--- src/rtl/scwf_pkg.sv ---
// Package with the types, character codes and defaults shared by the comment filter.
package scwf_pkg;

  localparam logic [7:0] CharCr    = 8'h0D;
  localparam logic [7:0] CharNl    = 8'h0A;
  localparam logic [7:0] CharTab   = 8'h09;
  localparam logic [7:0] CharSpace = 8'h20;
  localparam logic [7:0] CharSlash = 8'h2F;
  localparam logic [7:0] CharStar  = 8'h2A;

  localparam int unsigned ScwfQueueDepth = 2;

  typedef struct packed {
    logic [7:0] in_byte;
    logic       in_last;
  } in_t;

  typedef struct packed {
    logic [7:0] out_byte;
    logic       out_has_byte;
    logic       out_end;
  } out_t;

  // One classified word: up to two surviving bytes and the end-of-stream flag.
  typedef struct packed {
    logic [1:0] cnt;
    logic [7:0] b0;
    logic [7:0] b1;
    logic       last;
  } fq_t;

  typedef enum logic [2:0] {
    LC_NORMAL = 3'b001,
    LC_HELD   = 3'b010,
    LC_IN     = 3'b100
  } lc_e;

  typedef enum logic [3:0] {
    BC_NORMAL = 4'b0001,
    BC_HELD   = 4'b0010,
    BC_IN     = 4'b0100,
    BC_STAR   = 4'b1000
  } bc_e;

endpackage

--- src/rtl/scwf_front.sv ---
// Front end: accepts input words, drops CR bytes, strips line and block comments.
module scwf_front (
  input  logic         clk_i,
  input  logic         rst_ni,
  input  logic         in_valid_i,
  output logic         in_ready_o,
  input  scwf_pkg::in_t in_data_i,
  output logic         push_o,
  output scwf_pkg::fq_t push_data_o,
  input  logic         full_i
);
  import scwf_pkg::*;

  typedef struct packed {
    bc_e        ph;
    logic [1:0] cnt;
    logic [7:0] b0;
    logic [7:0] b1;
  } blk_res_t;

  typedef struct packed {
    logic [1:0] cnt;
    logic [7:0] b0;
    logic [7:0] b1;
  } lst_t;

  function automatic blk_res_t blk_feed(bc_e ph, logic [7:0] b);
    blk_res_t r;
    r.ph  = ph;
    r.cnt = 2'd0;
    r.b0  = b;
    r.b1  = b;
    unique case (ph)
      BC_NORMAL: begin
        if (b == CharSlash) begin
          r.ph = BC_HELD;
        end else begin
          r.cnt = 2'd1;
        end
      end
      BC_HELD: begin
        r.b0 = CharSlash;
        if (b == CharStar) begin
          r.ph = BC_STAR;
        end else if (b == CharSlash) begin
          r.cnt = 2'd1;
        end else begin
          r.cnt = 2'd2;
          r.ph  = BC_NORMAL;
        end
      end
      BC_IN: begin
        if (b == CharStar) begin
          r.ph = BC_STAR;
        end
      end
      BC_STAR: begin
        if (b == CharSlash) begin
          r.ph = BC_NORMAL;
        end else if (b != CharStar) begin
          r.ph = BC_IN;
        end
      end
      default: r.ph = BC_NORMAL;
    endcase
    return r;
  endfunction

  function automatic lst_t lst_push(lst_t l, logic [7:0] b);
    lst_t r;
    r = l;
    if (l.cnt == 2'd0) begin
      r.b0  = b;
      r.cnt = 2'd1;
    end else if (l.cnt == 2'd1) begin
      r.b1  = b;
      r.cnt = 2'd2;
    end
    return r;
  endfunction

  function automatic lst_t lst_add(lst_t l, blk_res_t r);
    lst_t o;
    o = l;
    if (r.cnt != 2'd0) begin
      o = lst_push(o, r.b0);
    end
    if (r.cnt == 2'd2) begin
      o = lst_push(o, r.b1);
    end
    return o;
  endfunction

  lc_e      lc_q, lc_d, lc_v;
  bc_e      bc_q, bc_d, bc_v;
  lst_t     lst;
  blk_res_t r0, r1, r2;
  logic     accept;

  assign in_ready_o = !full_i;
  assign accept     = in_valid_i && in_ready_o;

  always_comb begin
    lc_v = lc_q;
    bc_v = bc_q;
    lst  = '0;
    r0   = blk_feed(bc_v, in_data_i.in_byte);
    r1   = '0;
    r2   = '0;
    if (in_data_i.in_byte != CharCr) begin
      unique case (lc_q)
        LC_NORMAL: begin
          if (in_data_i.in_byte == CharSlash) begin
            lc_v = LC_HELD;
          end else begin
            bc_v = r0.ph;
            lst  = lst_add(lst, r0);
          end
        end
        LC_HELD: begin
          if (in_data_i.in_byte == CharSlash) begin
            lc_v = LC_IN;
          end else begin
            r1   = blk_feed(bc_v, CharSlash);
            lst  = lst_add(lst, r1);
            r2   = blk_feed(r1.ph, in_data_i.in_byte);
            bc_v = r2.ph;
            lst  = lst_add(lst, r2);
            lc_v = LC_NORMAL;
          end
        end
        LC_IN: begin
          if (in_data_i.in_byte == CharNl) begin
            lc_v = LC_NORMAL;
          end
        end
        default: lc_v = LC_NORMAL;
      endcase
    end
    if (in_data_i.in_last) begin
      if (lc_v == LC_HELD) begin
        r1   = blk_feed(bc_v, CharSlash);
        bc_v = r1.ph;
        lst  = lst_add(lst, r1);
      end
      if (bc_v == BC_HELD) begin
        lst = lst_push(lst, CharSlash);
      end
      lc_d = LC_NORMAL;
      bc_d = BC_NORMAL;
    end else begin
      lc_d = lc_v;
      bc_d = bc_v;
    end
  end

  assign push_o           = accept && ((lst.cnt != 2'd0) || in_data_i.in_last);
  assign push_data_o.cnt  = lst.cnt;
  assign push_data_o.b0   = lst.b0;
  assign push_data_o.b1   = lst.b1;
  assign push_data_o.last = in_data_i.in_last;

  always_ff @(posedge clk_i or negedge rst_ni) begin
    if (!rst_ni) begin
      lc_q <= LC_NORMAL;
      bc_q <= BC_NORMAL;
    end else if (accept) begin
      lc_q <= lc_d;
      bc_q <= bc_d;
    end
  end

  a_last_resets_lc: assert property (@(posedge clk_i) disable iff (!rst_ni)
    accept && in_data_i.in_last |=> lc_q == LC_NORMAL && bc_q == BC_NORMAL)
    else $error("comment state not cleared after end of stream");

  a_last_pushes: assert property (@(posedge clk_i) disable iff (!rst_ni)
    accept && in_data_i.in_last |-> push_o)
    else $error("end of stream word not queued");

endmodule

--- src/rtl/scwf_queue.sv ---
// Small register queue between the comment stripper and the whitespace stage.
module scwf_queue #(
  parameter int unsigned Depth = scwf_pkg::ScwfQueueDepth
) (
  input  logic          clk_i,
  input  logic          rst_ni,
  input  logic          push_i,
  input  scwf_pkg::fq_t push_data_i,
  output logic          full_o,
  input  logic          pop_i,
  output logic          valid_o,
  output scwf_pkg::fq_t head_o
);
  import scwf_pkg::*;

  localparam int unsigned PtrW = (Depth > 1) ? $clog2(Depth) : 1;
  localparam int unsigned CntW = $clog2(Depth + 1);
  localparam logic [PtrW-1:0] LastPtr = PtrW'(Depth - 1);
  localparam logic [CntW-1:0] FullCnt = CntW'(Depth);

  fq_t            mem_q [Depth];
  logic [PtrW-1:0] wr_ptr_q, rd_ptr_q;
  logic [CntW-1:0] cnt_q;
  logic           do_push, do_pop;

  assign full_o  = (cnt_q == FullCnt);
  assign valid_o = (cnt_q != '0);
  assign head_o  = mem_q[rd_ptr_q];
  assign do_push = push_i && !full_o;
  assign do_pop  = pop_i && valid_o;

  always_ff @(posedge clk_i) begin
    if (do_push) begin
      mem_q[wr_ptr_q] <= push_data_i;
    end
  end

  always_ff @(posedge clk_i or negedge rst_ni) begin
    if (!rst_ni) begin
      wr_ptr_q <= '0;
      rd_ptr_q <= '0;
      cnt_q    <= '0;
    end else begin
      if (do_push) begin
        wr_ptr_q <= (wr_ptr_q == LastPtr) ? '0 : wr_ptr_q + 1'b1;
      end
      if (do_pop) begin
        rd_ptr_q <= (rd_ptr_q == LastPtr) ? '0 : rd_ptr_q + 1'b1;
      end
      if (do_push && !do_pop) begin
        cnt_q <= cnt_q + 1'b1;
      end else if (do_pop && !do_push) begin
        cnt_q <= cnt_q - 1'b1;
      end
    end
  end

  a_cnt_bound: assert property (@(posedge clk_i) disable iff (!rst_ni)
    cnt_q <= FullCnt)
    else $error("queue count out of range");

endmodule

--- src/rtl/scwf_back.sv ---
// Back end: newline, tab and space handling, end mark and output register.
module scwf_back (
  input  logic          clk_i,
  input  logic          rst_ni,
  input  logic          valid_i,
  input  scwf_pkg::fq_t head_i,
  output logic          pop_o,
  output logic          out_valid_o,
  input  logic          out_ready_i,
  output scwf_pkg::out_t out_data_o
);
  import scwf_pkg::*;

  out_t       out_q, cur;
  logic       out_valid_q;
  logic       prev_q, p1, p2;
  logic       sel_q;
  logic [7:0] m0, m1;
  logic       keep0, keep1;
  out_t       res0, res1;
  logic [1:0] nres;
  logic       load, done;

  always_comb begin
    m0    = (head_i.b0 == CharNl) ? CharSpace : head_i.b0;
    m1    = (head_i.b1 == CharNl) ? CharSpace : head_i.b1;
    keep0 = (head_i.cnt != 2'd0) && (m0 != CharTab) && !((m0 == CharSpace) && prev_q);
    p1    = keep0 ? (m0 == CharSpace) : prev_q;
    keep1 = (head_i.cnt == 2'd2) && (m1 != CharTab) && !((m1 == CharSpace) && p1);
    p2    = keep1 ? (m1 == CharSpace) : p1;
    nres  = {1'b0, keep0} + {1'b0, keep1};
    res0  = '{out_byte: keep0 ? m0 : m1, out_has_byte: 1'b1, out_end: 1'b0};
    res1  = '{out_byte: m1, out_has_byte: 1'b1, out_end: 1'b0};
    if (head_i.last) begin
      if (nres == 2'd0) begin
        res0 = '{out_byte: 8'h00, out_has_byte: 1'b0, out_end: 1'b1};
        nres = 2'd1;
      end else if (nres == 2'd1) begin
        res0.out_end = 1'b1;
      end else begin
        res1.out_end = 1'b1;
      end
    end
    cur  = sel_q ? res1 : res0;
    done = ({1'b0, sel_q} == (nres - 2'd1));
  end

  assign load        = valid_i && (!out_valid_q || out_ready_i);
  assign pop_o       = load && ((nres == 2'd0) || done);
  assign out_valid_o = out_valid_q;
  assign out_data_o  = out_q;

  always_ff @(posedge clk_i) begin
    if (load && (nres != 2'd0)) begin
      out_q <= cur;
    end
  end

  always_ff @(posedge clk_i or negedge rst_ni) begin
    if (!rst_ni) begin
      out_valid_q <= 1'b0;
      sel_q       <= 1'b0;
      prev_q      <= 1'b0;
    end else begin
      if (load && (nres != 2'd0)) begin
        out_valid_q <= 1'b1;
      end else if (out_ready_i) begin
        out_valid_q <= 1'b0;
      end
      if (load) begin
        if (pop_o) begin
          sel_q  <= 1'b0;
          prev_q <= head_i.last ? 1'b0 : p2;
        end else begin
          sel_q <= 1'b1;
        end
      end
    end
  end

  a_bare_is_end: assert property (@(posedge clk_i) disable iff (!rst_ni)
    out_valid_q && !out_q.out_has_byte |-> out_q.out_end && out_q.out_byte == 8'h00)
    else $error("bare result without end mark");

  a_no_tab_out: assert property (@(posedge clk_i) disable iff (!rst_ni)
    out_valid_q && out_q.out_has_byte |->
      out_q.out_byte != CharTab && out_q.out_byte != CharNl)
    else $error("tab or newline reached the output");

  a_sel_pending: assert property (@(posedge clk_i) disable iff (!rst_ni)
    sel_q |-> valid_i)
    else $error("second result pending without a queued word");

endmodule

--- src/rtl/source_comment_whitespace_filter.sv ---
// An accepted word is written into the queue; the output register then loads its first
// result. The front end takes one input word per cycle while the queue is not full, and
// still accepts while a result waits; a word with two results holds the whitespace stage
// and its output register until both are sent, which the queue (two entries by default)
// absorbs. Reset clears the comment state, queue and output register; no clearing pass.
module source_comment_whitespace_filter #(
  parameter int unsigned QueueDepth = scwf_pkg::ScwfQueueDepth
) (
  input  logic           clk_i,
  input  logic           rst_ni,
  input  logic           in_valid_i,
  output logic           in_ready_o,
  input  scwf_pkg::in_t  in_data_i,
  output logic           out_valid_o,
  input  logic           out_ready_i,
  output scwf_pkg::out_t out_data_o
);
  import scwf_pkg::*;

  logic push, full, pop, q_valid;
  fq_t  push_data, head;

  scwf_front u_front (
    .clk_i       (clk_i),
    .rst_ni      (rst_ni),
    .in_valid_i  (in_valid_i),
    .in_ready_o  (in_ready_o),
    .in_data_i   (in_data_i),
    .push_o      (push),
    .push_data_o (push_data),
    .full_i      (full)
  );

  scwf_queue #(
    .Depth (QueueDepth)
  ) u_queue (
    .clk_i       (clk_i),
    .rst_ni      (rst_ni),
    .push_i      (push),
    .push_data_i (push_data),
    .full_o      (full),
    .pop_i       (pop),
    .valid_o     (q_valid),
    .head_o      (head)
  );

  scwf_back u_back (
    .clk_i       (clk_i),
    .rst_ni      (rst_ni),
    .valid_i     (q_valid),
    .head_i      (head),
    .pop_o       (pop),
    .out_valid_o (out_valid_o),
    .out_ready_i (out_ready_i),
    .out_data_o  (out_data_o)
  );

endmodule
--- config.mk ---
export PLATFORM = sky130hd
export DESIGN_NAME = source_comment_whitespace_filter
export DESIGN_NICKNAME = d
export VERILOG_FILES = /design/src/rtl/scwf_pkg.sv /design/src/rtl/scwf_front.sv /design/src/rtl/scwf_queue.sv /design/src/rtl/scwf_back.sv /design/src/rtl/source_comment_whitespace_filter.sv
export SDC_FILE = /design/constraint.sdc
export NUM_CORES = 1
export LEC_CHECK = 0
export BUFFER_PORTS_ARGS = -buffer_cell sky130_fd_sc_hd__buf_2
export CAP_MARGIN = 20
export CORE_AREA = 2 2 100 112
export CTS_CLUSTER_DIAMETER = 200
export CTS_CLUSTER_SIZE = 28
export DETAILED_ROUTE_END_ITERATION = 12
export DIE_AREA = 0 0 102 114
export HOLD_SLACK_MARGIN = 0.15
export MAX_ROUTING_LAYER = met4
export REMOVE_ABC_BUFFERS = 1
export SYNTH_ARGS = -nofsm -noshare
export SYNTH_HDL_FRONTEND = slang
export SYNTH_SLANG_ARGS = --single-unit
export TNS_END_PERCENT = 30
--- constraint.sdc ---
create_clock -name clk_i -period 7.9 [get_ports clk_i]
set_input_delay 1.185 -clock clk_i [delete_from_list [all_inputs] [get_ports clk_i]]
set_output_delay 1.185 -clock clk_i [all_outputs]
set_load 0.005 [all_outputs]
==> results of run 1 <==
==> cell type report <==
cell class | count | area, sq um
clock inverters | 3 | 20.0
flip-flops and latches | 62 | 1790
well taps | 147 | 184
fillers | 1053 | 6160
inverters | 12 | 45.0
repair buffers | 25 | 128
clock buffers | 13 | 303
multi-input cells | 278 | 1980
==> worst min path at each step <==
| stage | start | to |
|---|---|---|
| after global routing | u_queue.wr_ptr_q | u_queue.wr_ptr_q |
| after global placement | u_queue.wr_ptr_q | u_queue.wr_ptr_q |
| after floorplan | u_queue.wr_ptr_q | u_queue.wr_ptr_q |
| after CTS | u_queue.wr_ptr_q | u_queue.wr_ptr_q |
| after detailed placement | u_queue.wr_ptr_q | u_queue.wr_ptr_q |
| final | u_queue.wr_ptr_q | u_queue.wr_ptr_q |
==> cell families after synthesis <==
| group | synth area share |
|---|---|
| xor+xnor | 0.0246 |
| buf+inv | 0.0352 |
| fa+ha+maj | 0.0320 |
| compound gates | 0.171 |
| flops | 0.459 |
| mux | 0.0540 |
| simple gates | 0.225 |
==> sequential cells by signal, summed over array words and instances, names as in the netlist <==
register and cells:
u_queue.mem_q 38, u_back.out_data_o 10, u_front.bc_q 4, u_front.lc_q 3, u_queue.cnt_q 2, u_back.out_valid_o 1, u_back.prev_q 1, u_back.sel_q 1
u_queue.rd_ptr_q 1, u_queue.wr_ptr_q 1
==> power by group through the flow <==
stage	registers (uW)	clock network [uW]	logic, uW
after floorplan	557	0	367
after global placement	569	0	513
after detailed placement	574	0	517
after CTS	568	411	521
after global routing	580	427	584
final	568	403	518
==> stage by stage <==
stage	power, uW	instances	hold slack (ps)	setup slack (ps)
after floorplan	924	352	455	3840
after global placement	1080	524	469	3340
after detailed placement	1090	524	478	3240
after CTS	1500	540	490	3560
after global routing	1590	540	518	3190
final	1490	540	497	3560
==> per-layer routing <==
metal  wire length, um  vias up  part of all wire
li1                  -     1481                 -
met1              4050     1450              0.42
met2              4680       90              0.49
met3               338       31             0.035
met4               497        0             0.052
met5                 0        -                 0
==> placed cells by master (no fill, tap or decap), types with 5 or more instances in the layout <==
cell	count
and3_1	7
buf_2	24
mux2i_1	11
mux2_2	9
and2_1	14
clkbuf_16	11
nand3_1	19
o21ai_1	5
o21ai_0	9
inv_1	12
nand2_1	23
xor2_1	8
dfrtp_1	12
nor2_1	18
o311ai_1	5
nor2b_1	9
a31oi_1	8
edfxtp_1	48
ha_1	10
nand2b_1	7
a21oi_1	10
nor3_1	14
==> results.sh, run 1 <==
export IMPL_hold_class="flip-flop to flip-flop"
export IMPL_power_density_mw_per_mm2=334
export IMPL_clock_fmax_mhz=230
export IMPL_dr_first_iter_drc_count=118
export IMPL_ir_drop_v=0.000140
export IMPL_p_seq_frac=0.381
export IMPL_cp_max_fo=12
export IMPL_slew_viol_final=0
export IMPL_p_leak_uw=0.00168
export IMPL_synth_edff_count=48
export IMPL_fin_area_sq_mm=0.00445
export IMPL_worstMarginPinSlew_ps=1050
export IMPL_final_core_util=0.420
export IMPL_port_buffers=24
export IMPL_core_sq_mm=0.0106
export IMPL_clkSinkCount=62
export IMPL_setup_worst_path_end="u_queue.mem_q[1][3]"
export IMPL_clk_pin_slew_ps=50
export IMPL_synth_top_area_share=0.368
export IMPL_setup_worst_path_end_class="flip-flop"
export IMPL_track_usage=0.181
export IMPL_gp_congestion=0.948
export IMPL_busiest_layer="met2"
export IMPL_use_met3=0.0380
export IMPL_yosysSeqAreaShare=0.459
export IMPL_detail_route_wl_per_cell_um=17.7
export IMPL_drc_errors=0
export IMPL_reg2reg_from="u_queue.rd_ptr_q"
export IMPL_r2r_cells=13
export IMPL_fin_tns_setup_ps=0
export IMPL_die_h_um=114
export IMPL_clockRootBuffer="clkbuf_16"
export IMPL_power_switching_uw=508
export IMPL_grt_pass1_wl_mm=15.5
export IMPL_grt_max_degree=25
export IMPL_critPathKind="input port to flip-flop"
export IMPL_crit_family="simple AND/OR/NAND/NOR gates"
export IMPL_ctsHoldBuffers=0
export IMPL_crit_required_ps=8070
export IMPL_status="finished clean"
export IMPL_avgSynthCellArea_sq_um=10.5
export IMPL_rrSetupSlack_ps=3920
export IMPL_synth_ff_type="edfxtp_1"
export IMPL_syn_area_sq_mm=0.00391
export IMPL_crit_chain="buf_2 -> nor4b_2 -> and2_1 -> nor2_1 -> nor2_1 -> ha_1 -> nand2_1 -> a211oi_1 -> nor3_1 -> nand2b_1 -> ha_1 -> o21a_1 -> ha_1 -> nand3b_1 -> a211oi_1 -> o21ai_1 -> nand3_1"
export IMPL_hold_violations=0
export IMPL_ys_async_sr_fraction=0.226
export IMPL_crit_start="in_data_i[6]"
export IMPL_via_per_inst=5.65
export IMPL_first_global_vias=3012
export IMPL_place_detailed_hpwl_mm=7.34
export IMPL_synth_warnings=0
export IMPL_yosysUniqueCellTypes=72
export IMPL_path_depth=17
export IMPL_dr_pass1_iters=4
export IMPL_slowest_delay_ps=360
export IMPL_rows=40
export IMPL_htree_num_levels=3
export IMPL_cts_made_buffers=9
export IMPL_synth_area_leader_cell="edfxtp_1"
export IMPL_antenna_left=0
export IMPL_antenna_cells_inserted=0
export IMPL_fin_crit_sh=0.549
export IMPL_drive_above_1_share=0.176
export IMPL_cts_resized=0
export IMPL_hold_depth=1
export IMPL_route_final_wire_length_mm=9.56
export IMPL_setup_viol=0
export IMPL_final_nets=411
export IMPL_r2r_end="u_queue.cnt_q[1]"
export IMPL_cp_num_buf_inv=1
export IMPL_min_period_ps=4340
export IMPL_tritoncts="built"
export IMPL_die_width_um=102
export IMPL_gr_total_overflow=0
export IMPL_dieArea_sq_mm=0.0116
export IMPL_fin_skew_ps=3.34
export IMPL_relSlewSlack=0.302
export IMPL_area_growth_pct=13.8
export IMPL_grt_setup_unrepaired="false"
export IMPL_p_int_uw=980
export IMPL_synth_area_leaders="edfxtp_1 (37%), dfrtp_1 (7.7%), ha_1 (3.2%), mux2i_1 (2.8%), mux2_2 (2.6%)"
export IMPL_vias=3052
export IMPL_pwr_share_clk=0.271
export IMPL_arrival_ps=4510
export IMPL_insertion_delay_ps=320
export IMPL_synthTopCellsByCount="edfxtp_1 (48), nand2_1 (23), nand3_1 (19)"
export IMPL_crit_top_cell="ha_1"
export IMPL_post_cts_buffers=0
export IMPL_power_switching_share=0.341
export IMPL_use_met1=0.205
export IMPL_antenna_found_initial=0
export IMPL_place_area_sq_mm=0.00413
export IMPL_synthCells=372
export IMPL_synth_most_common_cell="edfxtp_1"
export IMPL_ioPinCount=25
export IMPL_power_frac_comb=0.348
export IMPL_synth_seq_cells=62
export IMPL_maxCapViolCount=0
export IMPL_start_kind="input port"
export IMPL_cts_path_max_buffers=2
export IMPL_start_util=0.369
export IMPL_grtUsageMet2=0.295
export IMPL_slowest_stage="nor4b_2"
Note: power is estimated with default switching activity, not from simulation.
==> run 2, diff against run 1 <==
--- a/config.mk
+++ b/config.mk
@@ -5,13 +5,14 @@
 export SDC_FILE = /design/constraint.sdc
 export NUM_CORES = 1
 export LEC_CHECK = 0
+export ABC_AREA = 1
 export BUFFER_PORTS_ARGS = -buffer_cell sky130_fd_sc_hd__buf_2
 export CAP_MARGIN = 20
-export CORE_AREA = 2 2 100 112
+export CORE_AREA = 2 2 98 109
 export CTS_CLUSTER_DIAMETER = 200
 export CTS_CLUSTER_SIZE = 28
 export DETAILED_ROUTE_END_ITERATION = 12
-export DIE_AREA = 0 0 102 114
+export DIE_AREA = 0 0 100 111
 export HOLD_SLACK_MARGIN = 0.15
 export MAX_ROUTING_LAYER = met4
 export REMOVE_ABC_BUFFERS = 1
==> constraint.sdc (replaced) <==
create_clock -name clk_i -period 4.2 [get_ports clk_i]
set_input_delay 0.63 -clock clk_i [delete_from_list [all_inputs] [get_ports clk_i]]
set_output_delay 0.63 -clock clk_i [all_outputs]
set_load 0.005 [all_outputs]
==> results.sh, run 2 <==
export IMPL_crit_start="u_queue.rd_ptr_q"
export IMPL_setup_worst_path_end_class="flip-flop"
export IMPL_min_period_ps=3740
export IMPL_r2r_end="u_queue.cnt_q[1]"
export IMPL_ctsHoldBuffers=0
export IMPL_start_kind="flip-flop"
export IMPL_hold_violations=0
export IMPL_slew_viol_final=0
export IMPL_synth_area_leader_cell="edfxtp_1"
export IMPL_area_growth_pct=14.6
export IMPL_dieArea_sq_mm=0.0111
export IMPL_status="finished clean"
export IMPL_vias=3109
export IMPL_place_detailed_hpwl_mm=6.41
export IMPL_worstMarginPinSlew_ps=891
export IMPL_yosysSeqAreaShare=0.483
export IMPL_synth_most_common_cell="nand2_1"
export IMPL_track_usage=0.163
export IMPL_detail_route_wl_per_cell_um=13.1
export IMPL_gp_congestion=0.906
export IMPL_path_depth=20
export IMPL_grt_pass1_wl_mm=14.1
export IMPL_arrival_ps=3940
export IMPL_via_per_inst=4.95
export IMPL_dr_first_iter_drc_count=121
export IMPL_final_nets=523
export IMPL_setup_viol=0
export IMPL_cp_num_buf_inv=3
export IMPL_synth_ff_type="edfxtp_1"
export IMPL_grt_max_degree=20
export IMPL_power_density_mw_per_mm2=635
export IMPL_crit_chain="buf_4 -> nand2_1 -> o21ai_1 -> nand2_1 -> nor3_2 -> nand4_2 -> nand4_1 -> nand2_1 -> inv_1 -> nand2_1 -> o21ai_2 -> inv_1 -> ha_1 -> or2_2 -> o211ai_1 -> nand2_1 -> ha_1 -> a21oi_1 -> o21ai_0 -> xnor2_1"
export IMPL_avgSynthCellArea_sq_um=7.96
export IMPL_critPathKind="flip-flop to flip-flop"
export IMPL_cts_path_max_buffers=2
export IMPL_fin_skew_ps=8.02
export IMPL_syn_area_sq_mm=0.00371
export IMPL_final_cell_mix="nand2_1 (141), inv_1 (65), edfxtp_1 (48)"
export IMPL_tritoncts="built"
export IMPL_ioPinCount=25
export IMPL_p_leak_uw=0.00202
export IMPL_crit_top_cell="nand2_1"
export IMPL_yosysUniqueCellTypes=41
export IMPL_nFillCells=1049
export IMPL_slowest_stage="dfrtp_1"
export IMPL_core_sq_mm=0.0101
export IMPL_hold_class="input port to async pin"
export IMPL_synthCells=466
export IMPL_largest_reg_flops=38
export IMPL_die_h_um=111
export IMPL_htree_num_levels=3
export IMPL_gr_total_overflow=0
export IMPL_clock_fmax_mhz=268
export IMPL_cp_max_fo=13
export IMPL_port_buffers=24
export IMPL_top_register="u_queue.mem_q"
export IMPL_ir_drop_v=0.000213
export IMPL_rows=39
export IMPL_synth_warnings=0
export IMPL_final_common_cell="nand2_1"
export IMPL_start_util=0.366
export IMPL_drive_above_1_share=0.129
export IMPL_synthTopCellsByCount="nand2_1 (141), inv_1 (65), edfxtp_1 (48)"
export IMPL_setup_worst_path_end="u_queue.cnt_q[1]"
export IMPL_antenna_found_initial=0
export IMPL_antenna_left=0
export IMPL_route_final_wire_length_mm=8.21
export IMPL_insertion_delay_ps=320
export IMPL_crit_family="simple AND/OR/NAND/NOR gates"
export IMPL_synth_area_leaders="edfxtp_1 (39%), nand2_1 (14%), dfrtp_1 (8.1%), inv_1 (6.6%), nand3_1 (4.5%)"
export IMPL_fin_crit_sh=0.890
export IMPL_ys_async_sr_fraction=0.226
export IMPL_maxCapViolCount=0
export IMPL_first_global_vias=3086
export IMPL_reg2reg_from="u_queue.rd_ptr_q"
export IMPL_rrSetupSlack_ps=460
export IMPL_clockRootBuffer="clkbuf_16"
export IMPL_die_width_um=100
export IMPL_p_total_uw=2700
export IMPL_crit_required_ps=4410
export IMPL_post_cts_buffers=0
export IMPL_synth_seq_cells=62
export IMPL_r2r_cells=20
export IMPL_antenna_cells_inserted=0
export IMPL_clkSinkCount=62
export IMPL_drc_errors=0
export IMPL_fin_tns_setup_ps=0
export IMPL_cts_made_buffers=9
export IMPL_relSlewSlack=0.404
export IMPL_dr_pass1_iters=4
export IMPL_synth_edff_count=48
export IMPL_synth_top_area_share=0.388
export IMPL_grt_setup_unrepaired="false"
export IMPL_cts_resized=0
export IMPL_clk_pin_slew_ps=50
export IMPL_slowest_delay_ps=600
-- run 2: metal layers --
metal	up-vias	share of wire	global-route usage	wire length (um)
met3	18	0.043	0.0385	354
met5	-	0	-	0
met1	1420	0.41	0.179	3380
met2	72	0.52	0.284	4280
li1	1599	-	-	-
met4	0	0.024	0.0648	193
-- run 2: layout make-up --
type | instances | area (sq um) | area share
Tap cell | 123 | 154 | 0.0362
Sequential cell | 62 | 1790 | 0.422
Timing Repair Buffer | 28 | 150 | 0.0353
Clock inverter | 1 | 5.00 | 0.00118
Multi-Input combinational cell | 326 | 1600 | 0.377
Clock buffer | 15 | 268 | 0.0630
Inverter | 73 | 277 | 0.0650
-- run 2: logic make-up after synthesis --
group,after synthesis,synth area share
buffers and inverters,78,0.0843
AND/OR/NAND/NOR,242,0.283
XOR/XNOR,3,0.00708
adder cells (fa/ha/maj),10,0.0337
flip-flops,62,0.483
AO/OA/AOI/OAI,71,0.108
-- run 2: worst min-delay path by stage --
| stage | end | startpoint | depth (start not counted) | slack, ps |
|---|---|---|---|---|
| 2_1_floorplan | u_back.out_valid_o | rst_ni | 0 | 330 |
| 3_3_place_gp | u_queue.cnt_q[0] | u_queue.cnt_q[0] | 1 | 490 |
| 3_5_place_dp | u_queue.cnt_q[0] | u_queue.cnt_q[0] | 1 | 490 |
| 4_1_cts | u_back.out_valid_o | rst_ni | 1 | 220 |
| 5_1_grt | u_queue.cnt_q[1] | rst_ni | 1 | 230 |
| 6_report | u_back.sel_q | rst_ni | 1 | 210 |
-- run 2: per-stage QoR --
| stage | instance area [sq um] | utilization | std cells | worst slack (ps) | hold WS [ps] |
|---|---|---|---|---|---|
| floorplan | 3670 | - | 461 | 726 | 334 |
| detailed placement | 3980 | 0.392 | 612 | 440 | 494 |
| CTS | 4250 | 0.419 | 628 | 425 | 216 |
| finish | 4250 | 0.419 | 628 | 462 | 207 |
| global placement | 3980 | 0.392 | 612 | 510 | 492 |
| global route | 4250 | 0.419 | 628 | 65.5 | 230 |
-- run 2: power breakdown --
part,internal (uW),switching [uW]
registers,914,82.9
clock network,431,246
logic,348,678
